## config.mk

```make
export PLATFORM = sky130hd
export DESIGN_NAME = trc_front
export DESIGN_NICKNAME = d
export VERILOG_FILES = /design/src/hdl/trc_pkg.sv /design/src/hdl/trc_front.sv
export SDC_FILE = /design/constraint.sdc
export NUM_CORES = 1
export LEC_CHECK = 0
export ABC_CLOCK_PERIOD_IN_PS = 3100
export BUFFER_PORTS_ARGS = -buffer_cell sky130_fd_sc_hd__buf_2
export CAP_MARGIN = 0
export CORE_UTILIZATION = 47
export CTS_CLUSTER_SIZE = 16
export DETAILED_ROUTE_END_ITERATION = 10
export GPL_TIMING_DRIVEN = 0
export PLACE_DENSITY = 0.85
export SYNTH_ARGS = -nofsm -noshare
export SYNTH_HDL_FRONTEND = slang
export SYNTH_SLANG_ARGS = --single-unit
```

## constraint.sdc

```tcl
create_clock -name clk -period 3.1 [get_ports clk]
set_input_delay 0.62 -clock clk [delete_from_list [all_inputs] [get_ports clk]]
set_output_delay 0.62 -clock clk [all_outputs]
set_load 0.05 [all_outputs]
```

## src/hdl/trc_pkg.sv

```systemverilog
`default_nettype none

package trc_pkg;

    localparam int DEPTH      = 512;
    localparam int MAX_BYTES  = 40;
    localparam int SLOT_W     = $clog2(DEPTH);
    localparam int COUNT_W    = SLOT_W + 1;
    localparam int LEN_W      = 6;
    localparam int BYTE_WORDS = DEPTH * MAX_BYTES;
    localparam int BADDR_W    = $clog2(BYTE_WORDS);

    typedef enum logic [2:0] {
        OP_HEADER  = 3'd0,
        OP_BYTE    = 3'd1,
        OP_ENABLE  = 3'd2,
        OP_DISABLE = 3'd3,
        OP_CLEAR   = 3'd4,
        OP_EXPORT  = 3'd5
    } op_t;

    typedef enum logic [1:0] {
        KIND_EMPTY  = 2'd0,
        KIND_HEADER = 2'd1,
        KIND_BYTE   = 2'd2
    } kind_t;

    typedef struct packed {
        op_t              op;
        logic [2:0]       direction;
        logic [31:0]      tick;
        logic [LEN_W-1:0] length;
        logic [7:0]       byte_value;
    } item_t;

    typedef struct packed {
        kind_t            kind;
        logic [31:0]      sequence_res;
        logic [2:0]       source_tag;
        logic [31:0]      stamp;
        logic [LEN_W-1:0] stored_length;
        logic             overwrite_seen;
        logic [7:0]       data_byte;
        logic [LEN_W-1:0] byte_position;
        logic             last;
        logic             drained;
    } result_t;

endpackage

`default_nettype wire

```

## src/hdl/trc_front.sv

```systemverilog
`default_nettype none

module trc_front
    import trc_pkg::*;
(
    input  logic        clk,
    input  logic        rst_n,
    input  logic        in_valid,
    output logic        in_stall,
    input  logic [2:0]  action,
    input  logic [2:0]  direction,
    input  logic [31:0] tick,
    input  logic [7:0]  frame_length,
    input  logic [7:0]  byte_value,
    output logic        q_valid,
    output item_t       q_item,
    input  logic        q_pop
);

    localparam logic [1:0] Q_DEPTH = 2'd2;

    item_t      q_reg [2];
    logic       wr_ptr_reg, wr_ptr_next;
    logic       rd_ptr_reg, rd_ptr_next;
    logic [1:0] cnt_reg, cnt_next;
    item_t      item_in;
    logic       known;
    logic       push;

    // actions 6 and 7 are taken off the link and dropped here
    always_comb
    begin
        known             = (action <= OP_EXPORT);
        item_in.op        = known ? op_t'(action) : OP_DISABLE;
        item_in.direction = direction;
        item_in.tick      = tick;
        item_in.length    = (frame_length > 8'(MAX_BYTES)) ? LEN_W'(MAX_BYTES)
                                                          : frame_length[LEN_W-1:0];
        item_in.byte_value = byte_value;
    end

    assign in_stall = (cnt_reg == Q_DEPTH);
    assign push     = in_valid && !in_stall && known;
    assign q_valid  = (cnt_reg != 2'd0);
    assign q_item   = q_reg[rd_ptr_reg];

    always_comb
    begin
        wr_ptr_next = push ? !wr_ptr_reg : wr_ptr_reg;
        rd_ptr_next = q_pop ? !rd_ptr_reg : rd_ptr_reg;
        cnt_next    = cnt_reg + 2'(push) - 2'(q_pop);
    end

    always_ff @(posedge clk or negedge rst_n)
    begin
        if (!rst_n)
        begin
            wr_ptr_reg <= 1'b0;
            rd_ptr_reg <= 1'b0;
            cnt_reg    <= 2'd0;
        end
        else
        begin
            wr_ptr_reg <= wr_ptr_next;
            rd_ptr_reg <= rd_ptr_next;
            cnt_reg    <= cnt_next;
        end
    end

    always_ff @(posedge clk)
    begin
        if (push)
        begin
            q_reg[wr_ptr_reg] <= item_in;
        end
    end

endmodule

`default_nettype wire

```

==> impl_metrics.csv <==
group,metric,value,unit
run_status,status,"completed",
final_layout,largest_register_ffs,104,
clock_network,cts_setup_buffers,0,
route,first_pass_iters,4,
route,route.detailed.drc,0,
timing,period_minus_slack,2190,ps
yosys,synth.yosys.seq_area_share,75.1,%
floorplanning,start_util,48.9,%
floorplanning,io_pins,112,
route,num_vias,2081,
placed_design,placed_area,5100,um^2
critical_path,arrival,1570,ps
clock_network,cts_resized,0,
floorplanning,core,8760,um^2
final_layout,layout-drive-gt1-share,58.7,%
route,drtIter0Drc,59,
yosys,synth_cells,192,
yosys,synth-async-reset-ratio,3.70,%
clock_network,cts_tree,"yes",
floorplanning,design.die.area,9510,um^2
pwr,power_leakage,2.14,nW
yosys,avgSynthCellArea,22.3,um^2
global_route,grt_usage,14.8,%
global_route,gr-total-overflow,0,
critical_path,regToRegSetupSlack,1110,ps
yosys,yosys.area.top_type,"edfxtp_1",
route,postRouteAntennaNets,0,
final_layout,n_antenna_cell,0,
yosys,ys_seq_elements,108,
timing,hold_viol_final,0,
global_route,grt_first_pass_wirelength,10500,um
final_layout,nets,378,
timing,drv_slew,0,
critical_path,critPathKind,"reg2out",
clock_network,root_buffer,"clkbuf_8",
critical_path,cp-startpoint,"rd_ptr_reg$_DFFE_PN0P_",
critical_path,worst-r2r-cell-count,5,
clock_network,clock_sinks,108,
timing,setup_viol,0,
timing,worst_pin_slew,557,ps
final_layout,fin_area,5310,um^2
pwr,internal_power,0.00330,W
critical_path,slowest_stage,"dfrtp_1",
pwr,comb_power_share,47.1,%
timing,rsz0062_at_grt,"no",
yosys,yosys_warnings,0,
yosys,ys_types,23,
placed_design,dp_slack,873,ps
clock_network,clk_latency,350,ps
route,wirelength,6710,um
floorplanning,row_count,34,
timing,skew,7.09,ps
yosys,syn_area,4290,um^2
final_layout,syn_to_final_growth,23.8,%
critical_path,regToRegStartpoint,"cnt_reg[1]$_DFF_PN0_",
timing,finalCritPeriodShare,70.7,%
critical_path,worstPathMaxFanout,10,
route,wl_per_cell,15.6,um
pwr,seqPwrFrac,36.5,%
critical_path,cpPeakStageDelay,350,ps
timing,max_freq,0.456,GHz
timing,fin_ws,907,ps
clock_network,htreeDepth,3,
clock_network,cts_max_path_buffers,2,
critical_path,crit_path_end_kind,"output pin",
pwr,power_density,1020,nW/um^2
pwr,p_sw,0.00214,W
critical_path,path_cells,"buf_6 > buf_12 > mux2_4 > buf_2",
clock_network,cts_buffers,9,
timing,setup_tns,0,ps
timing,relSlewSlack,62.8,%
placed_design,place.gp.congestion,0.674,
global_route,grt_pass1_vias,2171,
clock_network,clkTransAtPathRegs,90,ps
run,cap_violations,0,
global_route,grt_antenna_before_repair,1,
global_route,grt_max_degree,20,
critical_path,required,2480,ps
pwr,peakVddDrop,0.651,mV
critical_path,critPathLaunchType,"register",
placed_design,placement.io_buffers,111,
floorplanning,dieHeight,97.5,um
floorplanning,fp.dieW,97.5,um
pwr,swShare,39.4,%
route,routed_via_density,4.84,
worst_hold_path,hold_path.class,"in2async",
critical_path,r2r-end,"q_reg[1][26]$_DFFE_PP_",
yosys,ys.flop_type,"edfxtp_1",
yosys,synth.area.top_cells,"edfxtp_1 (73%), mux2_4 (17%), buf_12 (2.3%), dfrtp_1 (2.3%), mux2_2 (0.79%)",
yosys,yosysTopAreaCellShare,72.8,%
pwr,power.share.clock,16.3,%
yosys,synth_fp_nets,252,
yosys,synth_edf_count,104,
clock_network,cts-hold-fix-buffers,0,
placed_design,hpwl,4730,um
power groups by stage:
stage | Sequential (W) | Combinational, W | Clock [W]
after floorplan | 0.00202 | 0.00208 | 0
after global placement | 0.00204 | 0.00247 | 0
after detailed placement | 0.00203 | 0.00260 | 0
after CTS | 0.00199 | 0.00260 | 0.000908
after global routing | 0.00201 | 0.00268 | 0.000963
final | 0.00199 | 0.00256 | 0.000888
stage by stage:
step	instances	total power, W	utilization (%)	hold WS [ps]
final	430	0.00544	60.6	55.7
after CTS	430	0.00550	60.6	41.9
after detailed placement	415	0.00462	58.3	432
after global routing	430	0.00566	60.6	39.6
after floorplan	192	0.00410	-	324
after global placement	411	0.00451	56.8	426
synth_stat cells (2+ instances only):
| master | n |
|---|---|
| mux2_2 | 3 |
| edfxtp_1 | 104 |
| inv_1 | 3 |
| buf_12 | 5 |
| dfrtp_1 | 4 |
| and2_1 | 3 |
| nor2_1 | 3 |
| ha_1 | 2 |
| xnor2_1 | 3 |
| mux2_4 | 49 |
how the worst max path moves through the flow:
stage	end	slack, ps	cells after the start
3_3_place_gp	q_reg[1][20]$_DFFE_PP_	-1710	4
3_5_place_dp	q_reg[0][35]$_DFFE_PP_	870	6
4_1_cts	q_item[27]	870	4
6_report	q_item[27]	910	4
2_1_floorplan	q_reg[0][0]$_DFFE_PP_	-520	3
5_1_grt	q_item[27]	820	4
critical path, delay by kind of cell, from the launching register on:
kind                   cells  cell delay [ps]
buffers and inverters      3              550
flip-flops                 1              350
multiplexers               1              310
placed cells by master, fill, tap and decap left out, drive strengths merged, types with 2 or more instances in the layout:
master	count
clkbuf	11
dfrtp	4
clkinv	2
edfxtp	104
and2	3
ha	2
bufinv	2
mux2	52
buf	121
xnor2	3
inv	4
nor2	3
per-layer routing:
layer / up-vias / track usage (%) / part of all wire, %
li1: 993 / - / -
met1: 1004 / 16.6 / 40
met2: 69 / 25.9 / 53
met3: 13 / 4.24 / 4.9
met4: 2 / 7.13 / 1.8
met5: - / 0 / 0.19
area by class of cell:
class	count	area (um^2)
Buffer	7	115
Clock buffer	10	128
Clock inverter	5	76.3
Fill cell	663	3450
Inverter	3	11.3
Multi-Input combinational cell	74	955
Sequential cell	108	3220
Tap cell	108	135
Timing Repair Buffer	115	666
logic make-up (layout without fill, tap and decap cells):
kind of cell / after synthesis / after routing / synth area share [%]
flops: 108 / 108 / 75.1
mux: 52 / 52 / 17.9
simple gates: 14 / 14 / 2.13
buf+inv: 10 / 140 / 2.95
xor+xnor: 4 / 4 / 0.817
fa+ha+maj: 2 / 2 / 0.583
compound gates: 2 / 2 / 0.438
No activity file was read; power rests on OpenSTA's default activity.
